[src/hw/rtl/ktd_pkg.sv]
// Shared types, key codes and decode helpers for the terminal key escape decoder.
// Used by every module of the block but ktd_ram; depends on nothing else.
`default_nettype none

package ktd_pkg;

   // One input item: a byte, or an end-of-input flush.
   typedef struct packed {
      logic       func;
      logic [7:0] in_byte;
   } req_type;

   // One result item: a key or mouse event.
   typedef struct packed {
      logic        event_kind;
      logic [4:0]  key_code;
      logic [20:0] code_point;
      logic [1:0]  mouse_button;
      logic [15:0] mouse_col;
      logic [15:0] mouse_row;
      logic        last_event;
   } rsp_type;

   // Commands from the controller to the datapath.
   typedef struct packed {
      logic load_req;
      logic store;
      logic init;
      logic step;
      logic resolve;
      logic drop;
      logic push;
      logic hold;
      logic ld_last;
   } cmd_type;

   // Status from the datapath to the controller.
   typedef struct packed {
      logic is_eof;
      logic cnt_zero;
      logic at_end;
      logic step_done;
   } sts_type;

   localparam logic       FUNC_BYTE  = 1'b0;
   localparam logic       FUNC_FLUSH = 1'b1;

   localparam logic [4:0] KC_ESC   = 5'd0;
   localparam logic [4:0] KC_UP    = 5'd1;
   localparam logic [4:0] KC_DOWN  = 5'd2;
   localparam logic [4:0] KC_RIGHT = 5'd3;
   localparam logic [4:0] KC_LEFT  = 5'd4;
   localparam logic [4:0] KC_HOME  = 5'd5;
   localparam logic [4:0] KC_END   = 5'd6;
   localparam logic [4:0] KC_F1    = 5'd7;
   localparam logic [4:0] KC_INS   = 5'd19;
   localparam logic [4:0] KC_DEL   = 5'd20;
   localparam logic [4:0] KC_PGUP  = 5'd21;
   localparam logic [4:0] KC_PGDN  = 5'd22;
   localparam logic [4:0] KC_ENTER = 5'd23;
   localparam logic [4:0] KC_TAB   = 5'd24;
   localparam logic [4:0] KC_BKSP  = 5'd25;
   localparam logic [4:0] KC_CTRL  = 5'd26;
   localparam logic [4:0] KC_CHAR  = 5'd27;

   localparam logic [7:0]  CH_ESC     = 8'h1B;
   localparam logic [20:0] CP_BAD     = 21'h00FFFD;
   localparam logic [20:0] CP_MAX     = 21'h10FFFF;
   localparam logic [15:0] DEC_MAX    = 16'hFFFF;
   localparam logic [5:0]  MAX_EVENTS = 6'd32;

   // Append one decimal digit, saturating at the largest 16-bit value.
   function automatic logic [15:0] dec_push(input logic [15:0] v, input logic [3:0] d);
      logic [19:0] t;
      t = {1'b0, v, 3'b000} + {3'b000, v, 1'b0} + {16'd0, d};
      return (t > {4'd0, DEC_MAX}) ? DEC_MAX : t[15:0];
   endfunction

   // Letter finals: bit 5 says the letter names a key.
   function automatic logic [5:0] letter_key(input logic [7:0] f);
      logic [5:0] r;
      r = {1'b0, KC_ESC};
      unique case (f)
         8'h41:   r = {1'b1, KC_UP};
         8'h42:   r = {1'b1, KC_DOWN};
         8'h43:   r = {1'b1, KC_RIGHT};
         8'h44:   r = {1'b1, KC_LEFT};
         8'h48:   r = {1'b1, KC_HOME};
         8'h46:   r = {1'b1, KC_END};
         default: r = {1'b0, KC_ESC};
      endcase
      return r;
   endfunction

   // Numbered tilde keys.
   function automatic logic [4:0] tilde_key(input logic [15:0] num);
      logic [4:0] k;
      k = KC_ESC;
      unique case (num)
         16'd1, 16'd7: k = KC_HOME;
         16'd2:        k = KC_INS;
         16'd3:        k = KC_DEL;
         16'd4, 16'd8: k = KC_END;
         16'd5:        k = KC_PGUP;
         16'd6:        k = KC_PGDN;
         16'd11:       k = KC_F1;
         16'd12:       k = KC_F1 + 5'd1;
         16'd13:       k = KC_F1 + 5'd2;
         16'd14:       k = KC_F1 + 5'd3;
         16'd15:       k = KC_F1 + 5'd4;
         16'd17:       k = KC_F1 + 5'd5;
         16'd18:       k = KC_F1 + 5'd6;
         16'd19:       k = KC_F1 + 5'd7;
         16'd20:       k = KC_F1 + 5'd8;
         16'd21:       k = KC_F1 + 5'd9;
         16'd23:       k = KC_F1 + 5'd10;
         16'd24:       k = KC_F1 + 5'd11;
         default:      k = KC_ESC;
      endcase
      return k;
   endfunction

endpackage

`default_nettype wire

[src/hw/rtl/ktd_ram.sv]
// Generic single-write, single-read RAM with a registered read port.
// Standalone; used for the pending byte buffer.
`default_nettype none

module ktd_ram #(
   parameter int WIDTH = 8,
   parameter int DEPTH = 32
) (
   input  wire logic                     clock,
   input  wire logic                     wr_en,
   input  wire logic [$clog2(DEPTH)-1:0] wr_addr,
   input  wire logic [WIDTH-1:0]         wr_data,
   input  wire logic [$clog2(DEPTH)-1:0] rd_addr,
   output logic      [WIDTH-1:0]         rd_data
);

   logic [WIDTH-1:0] mem_ff [DEPTH];

   // Write port and registered read port.
   always_ff @(posedge clock) begin
      if (wr_en) begin
         mem_ff[wr_addr] <= wr_data;
      end
      rd_data <= mem_ff[rd_addr];
   end

endmodule

`default_nettype wire

[src/hw/rtl/ktd_ctrl.sv]
// Controller state machine: sequences store, scan, drop and result delivery.
// Depends on ktd_pkg for the command and status structs.
`default_nettype none

module ktd_ctrl (
   input  wire logic            clock,
   input  wire logic            reset,
   input  wire logic            req_valid,
   output logic                 req_ready,
   output logic                 rsp_valid,
   input  wire logic            rsp_ready,
   input  wire ktd_pkg::sts_type sts,
   output ktd_pkg::cmd_type     cmd
);

   typedef enum logic [8:0] {
      S_IDLE      = 9'b000000001,
      S_STORE     = 9'b000000010,
      S_START     = 9'b000000100,
      S_RD        = 9'b000001000,
      S_EV        = 9'b000010000,
      S_GOT       = 9'b000100000,
      S_CHK       = 9'b001000000,
      S_SEND_MID  = 9'b010000000,
      S_SEND_LAST = 9'b100000000
   } state_type;

   state_type  state_ff, state_in;
   logic       held_ff, held_in;
   logic [5:0] evcnt_ff, evcnt_in;

   assign req_ready = (state_ff == S_IDLE);
   assign rsp_valid = (state_ff == S_SEND_MID) || (state_ff == S_SEND_LAST);

   // Next state and commands.
   always_comb begin
      state_in = state_ff;
      held_in  = held_ff;
      evcnt_in = evcnt_ff;
      cmd      = '0;
      unique case (state_ff)
         S_IDLE: begin
            if (req_valid) begin
               cmd.load_req = 1'b1;
               state_in     = S_STORE;
            end
         end
         S_STORE: begin
            if (!sts.is_eof) begin
               cmd.store = 1'b1;
            end
            state_in = S_START;
         end
         S_START: begin
            evcnt_in = '0;
            held_in  = 1'b0;
            if (sts.cnt_zero) begin
               state_in = S_IDLE;
            end else begin
               cmd.init = 1'b1;
               state_in = S_RD;
            end
         end
         S_RD: begin
            if (!sts.at_end) begin
               state_in = S_EV;
            end else if (sts.is_eof) begin
               cmd.resolve = 1'b1;
               state_in    = S_GOT;
            end else if (held_ff) begin
               cmd.ld_last = 1'b1;
               held_in     = 1'b0;
               state_in    = S_SEND_LAST;
            end else begin
               state_in = S_IDLE;
            end
         end
         S_EV: begin
            cmd.step = 1'b1;
            state_in = sts.step_done ? S_GOT : S_RD;
         end
         S_GOT: begin
            cmd.drop = 1'b1;
            evcnt_in = evcnt_ff + 6'd1;
            if (held_ff) begin
               cmd.push = 1'b1;
               state_in = S_SEND_MID;
            end else begin
               cmd.hold = 1'b1;
               held_in  = 1'b1;
               state_in = S_CHK;
            end
         end
         S_CHK: begin
            if (sts.cnt_zero || (evcnt_ff == ktd_pkg::MAX_EVENTS)) begin
               cmd.ld_last = 1'b1;
               held_in     = 1'b0;
               state_in    = S_SEND_LAST;
            end else begin
               cmd.init = 1'b1;
               state_in = S_RD;
            end
         end
         S_SEND_MID: begin
            if (rsp_ready) begin
               state_in = S_CHK;
            end
         end
         S_SEND_LAST: begin
            if (rsp_ready) begin
               state_in = S_IDLE;
            end
         end
         default: state_in = S_IDLE;
      endcase
   end

   // Control registers.
   always_ff @(posedge clock) begin
      if (reset) begin
         state_ff <= S_IDLE;
         held_ff  <= 1'b0;
         evcnt_ff <= '0;
      end else begin
         state_ff <= state_in;
         held_ff  <= held_in;
         evcnt_ff <= evcnt_in;
      end
   end

endmodule

`default_nettype wire

[src/hw/rtl/ktd_datapath.sv]
// Datapath: pending byte ring, byte-serial front parser and event registers.
// Depends on ktd_pkg and ktd_ram.
`default_nettype none

module ktd_datapath #(
   parameter int BUF_DEPTH = 32
) (
   input  wire logic             clock,
   input  wire logic             reset,
   input  wire ktd_pkg::req_type req_data,
   input  wire ktd_pkg::cmd_type cmd,
   output ktd_pkg::sts_type      sts,
   output ktd_pkg::rsp_type      rsp_data
);

   localparam int AW = $clog2(BUF_DEPTH);
   localparam int CW = $clog2(BUF_DEPTH + 1);
   localparam int SW = CW + 1;
   localparam logic [SW-1:0] DEPTH_S = SW'(BUF_DEPTH);

   typedef enum logic [7:0] {
      P_FIRST = 8'b00000001,
      P_ESC1  = 8'b00000010,
      P_ESC2  = 8'b00000100,
      P_X10   = 8'b00001000,
      P_SGR   = 8'b00010000,
      P_NUM   = 8'b00100000,
      P_MOD   = 8'b01000000,
      P_UTF   = 8'b10000000
   } mode_type;

   logic                  eof_ff;
   logic [7:0]            byte_ff;
   logic [AW-1:0]         head_ff, head_in;
   logic [CW-1:0]         cnt_ff, cnt_in;
   logic [CW-1:0]         idx_ff, idx_in;
   mode_type              mode_ff, mode_in;
   logic                  brk_ff, brk_in;
   logic [15:0]           num_ff, num_in;
   logic [15:0]           mx_ff, mx_in;
   logic [15:0]           my_ff, my_in;
   logic [1:0]            fld_ff, fld_in;
   logic [2:0]            len_ff, len_in;
   logic                  bad_ff, bad_in;
   logic [20:0]           cp_ff, cp_in;
   ktd_pkg::rsp_type      pe_ff, pe_in;
   logic [CW-1:0]         used_ff, used_in;
   ktd_pkg::rsp_type      held_ff;
   ktd_pkg::rsp_type      out_ff;
   logic                  done;

   logic [SW-1:0]         wsum, rsum, dsum;
   logic [AW-1:0]         wr_addr, rd_addr;
   logic [7:0]            c;
   logic [CW-1:0]         idx_p1;
   logic [5:0]            lk;
   logic                  is_dig, is_upper;
   logic [3:0]            dig;
   logic [20:0]           cp_acc;
   logic [20:0]           cp_min;

   // Ring addressing with one compare-and-subtract wrap.
   always_comb begin
      wsum = SW'(head_ff) + ((cnt_ff == CW'(BUF_DEPTH)) ? '0 : SW'(cnt_ff));
      rsum = SW'(head_ff) + SW'(idx_ff);
      dsum = SW'(head_ff) + SW'(used_ff);
      wr_addr = (wsum >= DEPTH_S) ? AW'(wsum - DEPTH_S) : AW'(wsum);
      rd_addr = (rsum >= DEPTH_S) ? AW'(rsum - DEPTH_S) : AW'(rsum);
   end

   ktd_ram #(.WIDTH(8), .DEPTH(BUF_DEPTH)) u_buf (
      .clock  (clock),
      .wr_en  (cmd.store),
      .wr_addr(wr_addr),
      .wr_data(byte_ff),
      .rd_addr(rd_addr),
      .rd_data(c)
   );

   assign sts.is_eof   = eof_ff;
   assign sts.cnt_zero = (cnt_ff == '0);
   assign sts.at_end   = (idx_ff == cnt_ff);
   assign sts.step_done = done;
   assign rsp_data     = out_ff;

   // Classification of the current byte.
   always_comb begin
      idx_p1   = idx_ff + CW'(1);
      lk       = ktd_pkg::letter_key(c);
      is_dig   = (c >= 8'h30) && (c <= 8'h39);
      dig      = c[3:0];
      is_upper = (c >= 8'h41) && (c <= 8'h5A);
      cp_acc   = {cp_ff[14:0], c[5:0]};
      unique case (len_ff)
         3'd2:    cp_min = 21'h000080;
         3'd3:    cp_min = 21'h000800;
         default: cp_min = 21'h010000;
      endcase
   end

   // The current byte ends the form; decided from the mode, the byte and the scan index, bracket flag and UTF-8 length.
   always_comb begin
      done = 1'b0;
      unique case (mode_ff)
         P_FIRST: done = (c != ktd_pkg::CH_ESC) &&
                         !((c[7:5] == 3'b110) || (c[7:4] == 4'b1110) ||
                           (c[7:3] == 5'b11110));
         P_ESC1:  done = !((c == 8'h5B) || (c == 8'h4F));
         P_ESC2:  done = !((brk_ff && ((c == 8'h4D) || (c == 8'h3C))) || is_dig);
         P_X10:   done = (idx_ff != CW'(3)) && (idx_ff != CW'(4));
         P_SGR:   done = (c == 8'h4D) || (c == 8'h6D);
         P_NUM:   done = !is_dig && (c != 8'h3B);
         P_MOD:   done = (c == 8'h7E) || is_upper;
         P_UTF:   done = (idx_ff == CW'(len_ff - 3'd1));
         default: done = 1'b0;
      endcase
   end

   // Scan restart, one parser step on the byte at the scan index, or the end-of-input resolution.
   always_comb begin
      mode_in = mode_ff;
      idx_in  = idx_ff;
      brk_in  = brk_ff;
      num_in  = num_ff;
      mx_in   = mx_ff;
      my_in   = my_ff;
      fld_in  = fld_ff;
      len_in  = len_ff;
      bad_in  = bad_ff;
      cp_in   = cp_ff;
      pe_in   = pe_ff;
      used_in = used_ff;
      if (cmd.init) begin
         mode_in = P_FIRST;
         idx_in  = '0;
      end else if (cmd.resolve) begin
         // Input ended inside a form: one byte goes, as ESC or a bad character.
         pe_in   = '0;
         used_in = CW'(1);
         if (mode_ff == P_UTF) begin
            pe_in.key_code   = ktd_pkg::KC_CHAR;
            pe_in.code_point = ktd_pkg::CP_BAD;
         end else begin
            pe_in.key_code = ktd_pkg::KC_ESC;
         end
      end else if (cmd.step) begin
         idx_in = idx_p1;
         unique case (mode_ff)
            P_FIRST: begin
               pe_in   = '0;
               used_in = CW'(1);
               priority if (c == ktd_pkg::CH_ESC) begin
                  mode_in = P_ESC1;
               end else if ((c == 8'h0D) || (c == 8'h0A)) begin
                  pe_in.key_code = ktd_pkg::KC_ENTER;
               end else if (c == 8'h09) begin
                  pe_in.key_code = ktd_pkg::KC_TAB;
               end else if ((c == 8'h7F) || (c == 8'h08)) begin
                  pe_in.key_code = ktd_pkg::KC_BKSP;
               end else if (c < 8'h20) begin
                  pe_in.key_code = ktd_pkg::KC_CTRL;
                  if (c == 8'h00) begin
                     pe_in.code_point = 21'd32;
                  end else if (c < 8'd27) begin
                     pe_in.code_point = {13'd0, 8'h60 + c};
                  end else begin
                     pe_in.code_point = {13'd0, 8'h40 + c};
                  end
               end else begin
                  pe_in.key_code = ktd_pkg::KC_CHAR;
                  bad_in = 1'b0;
                  priority if (c[7:5] == 3'b110) begin
                     mode_in = P_UTF; len_in = 3'd2;
                     cp_in = {16'd0, c[4:0]};
                  end else if (c[7:4] == 4'b1110) begin
                     mode_in = P_UTF; len_in = 3'd3;
                     cp_in = {17'd0, c[3:0]};
                  end else if (c[7:3] == 5'b11110) begin
                     mode_in = P_UTF; len_in = 3'd4;
                     cp_in = {18'd0, c[2:0]};
                  end else begin
                     pe_in.code_point = {13'd0, c};
                  end
               end
            end
            P_ESC1: begin
               if ((c == 8'h5B) || (c == 8'h4F)) begin
                  brk_in  = (c == 8'h5B);
                  mode_in = P_ESC2;
               end else begin
                  pe_in   = '0;
                  used_in = CW'(1);
               end
            end
            P_ESC2: begin
               num_in = '0;
               mx_in  = '0;
               my_in  = '0;
               fld_in = '0;
               priority if ((c >= 8'h50) && (c <= 8'h53)) begin
                  pe_in = '0;
                  pe_in.key_code = ktd_pkg::KC_F1 + {3'd0, c[1:0]};
                  used_in = CW'(3);
               end else if (lk[5]) begin
                  pe_in = '0;
                  pe_in.key_code = lk[4:0];
                  used_in = CW'(3);
               end else if (brk_ff && (c == 8'h4D)) begin
                  pe_in = '0;
                  pe_in.event_kind = 1'b1;
                  mode_in = P_X10;
               end else if (brk_ff && (c == 8'h3C)) begin
                  mode_in = P_SGR;
               end else if (is_dig) begin
                  num_in  = {12'd0, dig};
                  mode_in = P_NUM;
               end else begin
                  pe_in   = '0;
                  used_in = CW'(1);
               end
            end
            P_X10: begin
               // Button, column and row bytes; column and row are offset by 33, the button keeps its low two bits.
               if (idx_ff == CW'(3)) begin
                  pe_in.mouse_button = c[1:0];
               end else if (idx_ff == CW'(4)) begin
                  pe_in.mouse_col = (c >= 8'd33) ? {8'd0, c - 8'd33} : 16'd0;
               end else begin
                  pe_in.mouse_row = (c >= 8'd33) ? {8'd0, c - 8'd33} : 16'd0;
                  used_in = idx_p1;
               end
            end
            P_SGR: begin
               if ((c == 8'h4D) || (c == 8'h6D)) begin
                  pe_in = '0;
                  pe_in.event_kind   = 1'b1;
                  pe_in.mouse_button = num_ff[1:0];
                  pe_in.mouse_col    = (mx_ff != '0) ? mx_ff - 16'd1 : 16'd0;
                  pe_in.mouse_row    = (my_ff != '0) ? my_ff - 16'd1 : 16'd0;
                  used_in = idx_p1;
               end else if (c == 8'h3B) begin
                  if (fld_ff != 2'd2) begin
                     fld_in = fld_ff + 2'd1;
                  end
               end else if (is_dig) begin
                  unique case (fld_ff)
                     2'd0:    num_in = ktd_pkg::dec_push(num_ff, dig);
                     2'd1:    mx_in  = ktd_pkg::dec_push(mx_ff, dig);
                     default: my_in  = ktd_pkg::dec_push(my_ff, dig);
                  endcase
               end
            end
            P_NUM, P_MOD: begin
               if ((mode_ff == P_NUM) && is_dig) begin
                  num_in = ktd_pkg::dec_push(num_ff, dig);
               end else if ((mode_ff == P_NUM) && (c == 8'h3B)) begin
                  mode_in = P_MOD;
               end else if (c == 8'h7E) begin
                  pe_in = '0;
                  pe_in.key_code = ktd_pkg::tilde_key(num_ff);
                  used_in = idx_p1;
               end else if (is_upper) begin
                  pe_in = '0;
                  pe_in.key_code = lk[5] ? lk[4:0] : ktd_pkg::KC_ESC;
                  used_in = idx_p1;
               end else if (mode_ff == P_NUM) begin
                  pe_in   = '0;
                  used_in = CW'(1);
               end
            end
            P_UTF: begin
               bad_in = bad_ff | (c[7:6] != 2'b10);
               cp_in  = cp_acc;
               if (idx_ff == CW'(len_ff - 3'd1)) begin
                  pe_in = '0;
                  pe_in.key_code = ktd_pkg::KC_CHAR;
                  pe_in.code_point = (bad_in || (cp_acc < cp_min) ||
                                      (cp_acc > ktd_pkg::CP_MAX)) ? ktd_pkg::CP_BAD
                                                                  : cp_acc;
                  used_in = idx_p1;
               end
            end
            default: mode_in = P_FIRST;
         endcase
      end
   end

   // Ring head and fill count.
   always_comb begin
      head_in = head_ff;
      cnt_in  = cnt_ff;
      if (cmd.store) begin
         cnt_in = (cnt_ff == CW'(BUF_DEPTH)) ? CW'(1) : cnt_ff + CW'(1);
      end else if (cmd.drop) begin
         head_in = (dsum >= DEPTH_S) ? AW'(dsum - DEPTH_S) : AW'(dsum);
         cnt_in  = cnt_ff - used_ff;
      end
   end

   // Control registers.
   always_ff @(posedge clock) begin
      if (reset) begin
         head_ff <= '0;
         cnt_ff  <= '0;
         mode_ff <= P_FIRST;
      end else begin
         head_ff <= head_in;
         cnt_ff  <= cnt_in;
         mode_ff <= mode_in;
      end
   end

   // Payload registers.
   always_ff @(posedge clock) begin
      if (cmd.load_req) begin
         eof_ff  <= (req_data.func == ktd_pkg::FUNC_FLUSH);
         byte_ff <= req_data.in_byte;
      end
      idx_ff  <= idx_in;
      brk_ff  <= brk_in;
      num_ff  <= num_in;
      mx_ff   <= mx_in;
      my_ff   <= my_in;
      fld_ff  <= fld_in;
      len_ff  <= len_in;
      bad_ff  <= bad_in;
      cp_ff   <= cp_in;
      pe_ff   <= pe_in;
      used_ff <= used_in;
      if (cmd.push || cmd.hold) begin
         held_ff <= pe_ff;
      end
      // The last-event flag is the lowest bit of the result item.
      if (cmd.push) begin
         out_ff <= {held_ff[$bits(ktd_pkg::rsp_type)-1:1], 1'b0};
      end else if (cmd.ld_last) begin
         out_ff <= {held_ff[$bits(ktd_pkg::rsp_type)-1:1], 1'b1};
      end
   end

endmodule

`default_nettype wire

[src/hw/rtl/terminal_key_escape_decoder.sv]
// Terminal key escape decoder: an item is accepted only while idle. A byte passes a
// store and a start state; each event then rescans the pending bytes from the front,
// with a RAM read and a parser step per byte, followed by drop, check and delivery;
// a result stall holds the block in delivery. Synchronous reset empties the pending
// buffer and returns to idle.
`default_nettype none

module terminal_key_escape_decoder #(
   parameter int BUF_DEPTH = 32
) (
   input  wire logic             clock,
   input  wire logic             reset,
   input  wire logic             req_valid,
   output logic                  req_ready,
   input  wire ktd_pkg::req_type req_data,
   output logic                  rsp_valid,
   input  wire logic             rsp_ready,
   output ktd_pkg::rsp_type      rsp_data
);

   ktd_pkg::cmd_type cmd;
   ktd_pkg::sts_type sts;

   ktd_ctrl u_ctrl (
      .clock    (clock),
      .reset    (reset),
      .req_valid(req_valid),
      .req_ready(req_ready),
      .rsp_valid(rsp_valid),
      .rsp_ready(rsp_ready),
      .sts      (sts),
      .cmd      (cmd)
   );

   ktd_datapath #(.BUF_DEPTH(BUF_DEPTH)) u_dp (
      .clock   (clock),
      .reset   (reset),
      .req_data(req_data),
      .cmd     (cmd),
      .sts     (sts),
      .rsp_data(rsp_data)
   );

endmodule

`default_nettype wire

[config.mk]
export PLATFORM = sky130hd
export DESIGN_NAME = terminal_key_escape_decoder
export DESIGN_NICKNAME = d
export VERILOG_FILES = /design/src/hw/rtl/ktd_pkg.sv /design/src/hw/rtl/ktd_ram.sv /design/src/hw/rtl/ktd_ctrl.sv /design/src/hw/rtl/ktd_datapath.sv /design/src/hw/rtl/terminal_key_escape_decoder.sv
export SDC_FILE = /design/constraint.sdc
export NUM_CORES = 1
export LEC_CHECK = 0
export ABC_AREA = 1
export BUFFER_PORTS_ARGS = -buffer_cell sky130_fd_sc_hd__clkbuf_2
export CAP_MARGIN = 20
export CORE_ASPECT_RATIO = 0.8
export CORE_MARGIN = 4
export CORE_UTILIZATION = 45
export CTS_BUF_LIST = sky130_fd_sc_hd__clkbuf_8
export CTS_CLUSTER_DIAMETER = 150
export CTS_CLUSTER_SIZE = 28
export DETAILED_ROUTE_END_ITERATION = 10
export GPL_TIMING_DRIVEN = 0
export SLEW_MARGIN = 10
export SYNTH_ARGS = -nofsm -noshare
export SYNTH_HDL_FRONTEND = slang
export SYNTH_SLANG_ARGS = --single-unit
[constraint.sdc]
create_clock -name clock -period 4.25 [get_ports clock]
set_input_delay 0.425 -clock clock [delete_from_list [all_inputs] [get_ports clock]]
set_output_delay 0.425 -clock clock [all_outputs]
set_load 0.02 [all_outputs]
# Word-level counts from Yosys, hierarchy flattened
# Memories as Yosys holds them, arrays and structs flattened. A register that Yosys moved wholly into a read port is not among the register bits.
# Index checks and enable logic that the tools add are counted.
dict set report classes {
  addsub 24
  n_eq_ne 101
  order_cmp 17
  n_mux 171
  reduce_logical 69
  bitwise_logic 10
}
# operator n
set op_table {}
lappend op_table {{$mux W62} 16}
lappend op_table {{$mux W16} 25}
lappend op_table {{$pmux W34 S7} 1}
lappend op_table {{$mux W8} 21}
lappend op_table {{$pmux W27 S6} 1}
lappend op_table {{$mux W21} 6}
lappend op_table {{$mux W6} 21}
lappend op_table {{$mux W15} 8}
lappend op_table {{$eq A8 B7 Y1 const B} 13}
lappend op_table {{$pmux W9 S9} 1}
lappend op_table {{$pmux W16 S2} 2}
lappend op_table {{$mux W9} 7}
lappend op_table {{$mux W61} 1}
lappend op_table {{$add A19 B17 Y20} 3}
lappend op_table {{$add A20 B4 Y20} 3}
lappend op_table {{$gt A20 B16 Y1 const B} 3}
lappend op_table {{$mux W5} 10}
lappend op_table {{$pmux W16 S3} 1}
lappend op_table {{$pmux W6 S7} 1}
lappend op_table {{$eq A8 B4 Y1 const B} 5}
lappend op_table {{$pmux W8 S5} 1}
lappend op_table {{$ne A2 B2 Y1 const B} 19}
lappend op_table {{$pmux W6 S6} 1}
lappend op_table {{$pmux W17 S2} 1}
lappend op_table {{other kinds (99)} 221}
dict set report totals {
  output_inout_bits 64
  n_memories 2
  in_bits 13
  reg_bits 310
  rom_bits 160
  word_cells 432
  ramBits 256
}
# name depth word_bits rd rd_ports_with_merged_regs wr line
set mem_list {}
lappend mem_list {u_dp.u_buf.mem_ff 32 8 1 1 1 ktd_ram.sv:17} ;# logic [WIDTH-1:0] mem_ff [DEPTH];
lappend mem_list {{(name not given)} 32 5 1 1 0 ktd_pkg.sv:99} ;# unique case (num)

# Logic depth before layout (Yosys ltp)
dict set report depth {
  depth_word 12
  ltp_mapped 24
  mapped_depth_nobuf 24
}

# Modules after synthesis
# Synthesis repeated with hierarchy kept, for this count alone.
dict set report unflattened {
  hier_cells 3016
  hier_area_um2 29562.1
}
# module cells_per_inst seq_area_each_um2 area_each_um2 instances
set modules_own_cells {}
lappend modules_own_cells {ktd_datapath 1924 8668.3 17690.7 1}
lappend modules_own_cells {ktd_ram 922 7847.5 10787.8 1}
lappend modules_own_cells {ktd_ctrl 170 320.3 1083.5 1}

# Worst setup path before layout
# Ideal clock, no wire load.
dict set report synth_path {
  path_kind {reg2reg}
  from {reg u_dp.u_buf.rd_data[0] (read register of u_dp.u_buf.mem_ff)}
  to {reg u_dp.pe_ff[35] in the netlist's numbering (enable)}
  required_time_ns 3.799
  n_path_buf 1
  t_arrival_ns 3.757
  path_slack_ns 0.043
  stages_incl_launch_ff 14
  synth_period_minus_slack_ns 4.207
  setup_ns 0.451
  cell_sequence {dfxtp_1 inv_1 ha_1 clkbuf_1 nand2_1 nor2_1 nand2_1 inv_1 a21oi_1 a21o_1 o2111ai_1 nand2_1 nand2_1 nor3b_1}
}
dict set report synth_via {
  elab_chain_cells 5
  elab_cells_between_ends 37
  cone_classes {order compare (6); eq/ne (20); mux (1); reduce/logical (10)}
}
# element line
set synth_rtl {}
lappend synth_rtl {{from (decl)} ktd_ram.sv:14} ;# output logic [WIDTH-1:0] rd_data
lappend synth_rtl {{$ge A8 B6 Y1 or $le A8 B6 Y1 (tied branches)} ktd_datapath.sv:90} ;# is_dig = (c >= 8'h30) && (c <= 8'h39);
lappend synth_rtl {{$logic_and A1 B1 Y1} ktd_datapath.sv:90}
lappend synth_rtl {{$logic_and A1 B1 Y1} ktd_datapath.sv:254} ;# if ((mode_ff == P_NUM) && is_dig) begin
lappend synth_rtl {{$ne A3 B3 Y1 (no line)} -}
lappend synth_rtl {{$reduce_and A11 Y1 (no line) (*)} -}
lappend synth_rtl {{to (signal assigned)} ktd_datapath.sv:328} ;# pe_ff <= pe_in;
lappend synth_rtl {{to (decl)} ktd_datapath.sv:46} ;# ktd_pkg::rsp_type pe_ff, pe_in;
# Every way passes the cells marked *; elsewhere a longest branch is shown, timed or not.
# A chain may end at the register's enable or synchronous reset.

# Worst setup path after layout
dict set report layout_path {
  from {reg u_dp.cnt_ff[1]}
  to {mem u_dp.u_buf.mem_ff[17][4] (enable)}
}
dict set report layout_via {
  elab_chain_cells 5
  elab_cells_between_ends 6
  cone_classes {add/sub (2); order compare (1); eq/ne (1); mux (2)}
}
# element line
set layout_rtl {}
lappend layout_rtl {{from (decl)} ktd_datapath.sv:35} ;# logic [CW-1:0] cnt_ff, cnt_in;
lappend layout_rtl {{from (signal assigned)} ktd_datapath.sv:308} ;# cnt_ff <= cnt_in;
lappend layout_rtl {{$eq A6 B6 Y1} ktd_datapath.sv:64} ;# wsum = SW'(head_ff) + ((cnt_ff == CW'(BUF_DEPTH)) ? '0 : SW'(cnt_ff));
lappend layout_rtl {{$mux W6 (*)} ktd_datapath.sv:64}
lappend layout_rtl {{$add A5 B6 Y7 (*)} ktd_datapath.sv:64}
lappend layout_rtl {{$ge A7 B6 Y1 or $sub A5 B1 Y5 (tied branches)} ktd_datapath.sv:67} ;# wr_addr = (wsum >= DEPTH_S) ? AW'(wsum - DEPTH_S) : AW'(wsum);
lappend layout_rtl {{$mux W5 (*)} ktd_datapath.sv:67}
lappend layout_rtl {{to (decl)} ktd_ram.sv:17}
# Marked as above.

==> impl_metrics.toml <==
[finish]
fin_util_pct = 48.93
syn_to_final_growth_pct = 7.883
drive_above_1_share_pct = 7.798
nNetsFinal = 3137

[grt]
first_global_vias = 19890
grt_pass1_wl_um = 113500
grt_max_degree = 71
grt_remaining_overflow = 0
grt_usage_pct = 20.56
antenna_found_initial = 1

[clocking]
numClockSinks = 579
cts_buffers = 24
clock_path_buffers = 3
clk_pin_slew_ns = 0.19
clock_latency_ns = 0.70
tritoncts = "done"
cts_root_buffer = "clkbuf_8"
htreeDepth = 1

[worst_setup_path]
cp_data_arrival_time_ns = 4.40
cp_common_cell = "nor2_1"
start_kind = "register"
crit_fanout = 8
crit_family = "simple AND/OR/NAND/NOR gates"
critPathCaptureType = "register"
critPathMaxStageDelay_ns = 0.74
cpMaxStageDelayCell = "nor2_1"
crit_type = "register to register"
cp.required_ns = 4.58
crit_chain = "inv_1, ha_1, nand3_1, nor3_1, nor2_1, ha_1, fa_1, nand3_1, nand2_1, xor2_1, nor2_1, nand2_1, nor2_1"
path_buf_inv = 1

[floorplan]
io_pins = 77
fp.dieH_um = 235.3
placementRows = 83
die_width_um = 292.1
core-area_um2 = 64080
start_util_pct = 45.36
die_area_um2 = 68740

[route]
dr_total_vias = 20950
top_layer_used = "met4"
wl_met3_um = 5650
drt_iter0_markers = 1903
drt_first_pass_iters = 5
routed_wl_um = 73250
drtAntennaViolNets = 0
wire_per_inst_um = 19.08
drc = 0
wl_met1_um = 36200
routed_via_density = 5.456
wl_met2_um = 30330

[timing]
clock_skew_ns = 0.04913
slew_viol_final = 0
rsz0062_at_grt = "no"
setup_viol = 0
worst_slew_margin_rel_pct = 24.21
hold_viol = 0
worst_pin_slew_ns = 1.137
fmaxAchievable_ghz = 0.2461
min_period_ns = 4.064
layout_worst_path_cycle_share_pct = 95.61

[hold_path]
min_path_type = "primary input to register"

[pwr]
powerDensity_nw_per_um2 = 274.1
p_leak_nw = 13.01
power.total_mw = 8.593
irDropWorstVdd_mv = 0.1718

[synthesis]
yosys_warnings = 0
synth_edf_count = 524
synth.avg_cell_area_um2 = 10.23
async_reset_ff_share_pct = 0
seq_area_frac_synth_pct = 57.93
syn-instance-count = 2842
synth_area_um2 = 29060
syn-num-nets = 3008
synth_seq_cells = 579
synth_cell_types = 65
synth_ff_type = "edfxtp_1"

[placement]
place_congestion = 0.9322
dp_hpwl_um = 54370
port_buffers = 75

[outcome]
status = "completed"

[flow_run]
drv_cap = 0
through the flow:
stage	worst slack (ns)	instances	hold WS [ns]	instance area (um^2)	setup TNS (ns)
after floorplan	0.04273	2842	0.4003	29060	0
after global placement	-1.811	3767	0.4014	30500	-55.97
after detailed placement	-0.1264	3781	0.4045	30740	-0.2922
after CTS	0.1207	3834	0.06882	31260	0
after global routing	0.009309	3839	0.1412	31350	0
final	0.1864	3839	0.1325	31350	0
worst min-delay path, stage by stage:
cell and delay, ns:
clkbuf_2 0.09, nor2_1 0.10, a21oi_1 0.09, nand3_1 0.07
inv_1 0.03
sequential cells by signal (all words and copies together), names as in the netlist, 6 cells and up, named ones only:
register            count
u_dp.mode_ff            8
u_dp.cp_ff             15
u_dp.my_ff             16
u_dp.rsp_data          62
u_dp.idx_ff             6
u_dp.cnt_ff             6
u_dp.u_buf.mem_ff     256
u_dp.mx_ff             16
u_dp.held_ff           61
u_ctrl.state_ff         9
u_dp.byte_ff            8
u_dp.u_buf.rd_data      8
u_ctrl.evcnt_ff         6
u_dp.num_ff            16
u_dp.used_ff            6
u_dp.pe_ff             61
power by group:
part	leakage, nW	total (mW)	switching [mW]	internal, mW
Clock	0.274	2.20	1.65	0.547
Combinational	7.43	0.171	0.110	0.0606
Sequential	5.31	6.23	0.0431	6.18
timing repair:
item                                    CTS  global route
buffers inserted                          0             1
hold buffers                             10             0
resized for setup                         1             7
hold endpoints to repair                 11             0
endpoints found under the setup margin    4            21
worst paths after layout:
path	from	to	slack, ns	cells after the start
worst max-delay path	u_dp.cnt_ff[1]$_SDFFE_PP0P_	u_dp.u_buf.mem_ff[17][4]$_DFFE_PP_	0.19	13
worst min-delay path	req_valid	u_ctrl.state_ff[2]$_SDFFE_PP0P_	0.13	5
worst max register to register	u_dp.cnt_ff[1]$_SDFFE_PP0P_	u_dp.u_buf.mem_ff[17][4]$_DFFE_PP_	0.19	13
worst min register to register	u_dp.pe_ff[21]$_SDFFCE_PP0P_	u_dp.held_ff[21]$_DFFE_PP_	0.43	0
metal layers:
metal / vias up / global-route usage (%)
met4: 0 / 3.422
met3: 62 / 3.509
met2: 686 / 29.56
met1: 10120 / 32.93
met5: - / 0
li1: 10080 / -
area by class of cell:
cell class | instances | area, um^2
timing repair buffer | 103 | 758.2
tap | 850 | 1064
clock inverter | 19 | 83.83
fill | 5849 | 32720
antenna | 1 | 2.502
clock buffer | 24 | 330.3
inverter | 345 | 1303
buffer | 87 | 360.3
sequential | 579 | 16840
multi-input combinational | 1831 | 10610
synthesized netlist by cell type, types with 7 or more instances:
| library cell | count | area [um^2] |
|---|---|---|
| a211oi_1 | 15 | 112.6 |
| a21oi_1 | 113 | 565.5 |
| a221oi_1 | 7 | 61.31 |
| a31oi_1 | 11 | 68.82 |
| buf_1 | 10 | 37.54 |
| buf_2 | 15 | 75.07 |
| clkbuf_1 | 59 | 221.5 |
| dfxtp_1 | 55 | 1101 |
| edfxtp_1 | 524 | 15740 |
| fa_1 | 10 | 200.2 |
| ha_1 | 143 | 1789 |
| inv_1 | 327 | 1227 |
| inv_2 | 14 | 52.55 |
| mux2_2 | 17 | 191.4 |
| nand2_1 | 407 | 1528 |
| nand2_2 | 9 | 56.30 |
| nand3_1 | 108 | 540.5 |
| nand4_1 | 24 | 150.1 |
| nor2_1 | 435 | 1633 |
| nor2_2 | 8 | 50.05 |
| nor3_1 | 44 | 220.2 |
| nor4_1 | 16 | 100.1 |
| o211ai_1 | 21 | 157.7 |
| o21ai_0 | 183 | 915.9 |
| o21ai_1 | 21 | 105.1 |
| o31ai_1 | 10 | 75.07 |
| o32ai_1 | 66 | 578.1 |
| xnor2_1 | 35 | 306.5 |
| xor2_1 | 55 | 481.7 |
logic make-up after synthesis:
| kind of cell | Yosys count | synth area share, % |
|---|---|---|
| XOR/XNOR | 90 | 2.712 |
| flip-flops | 579 | 57.93 |
| AO/OA/AOI/OAI | 475 | 9.902 |
| buffers and inverters | 432 | 5.709 |
| multiplexers | 17 | 0.6587 |
| adder cells (fa/ha/maj) | 153 | 6.845 |
| AND/OR/NAND/NOR | 1096 | 16.24 |
cell usage in the layout, fill, tap and decap left out, drive strengths merged, types with 4 or more instances in the layout:
master / count
nand3: 113
mux2: 17
ha: 143
o211ai: 22
dfxtp: 55
edfxtp: 524
dlygate4sd3: 10
nand4: 29
o21ai: 204
or2: 10
fa: 10
a211oi: 15
and3: 4
o32ai: 66
nand2: 418
a21boi: 8
nor2: 449
buf: 46
o31ai: 10
a21oi: 114
nor4: 17
inv: 361
a221oi: 7
xnor2: 35
a31oi: 11
clkbuf: 158
xor2: 55
nor3: 48
No activity file was read; power rests on OpenSTA's default activity.
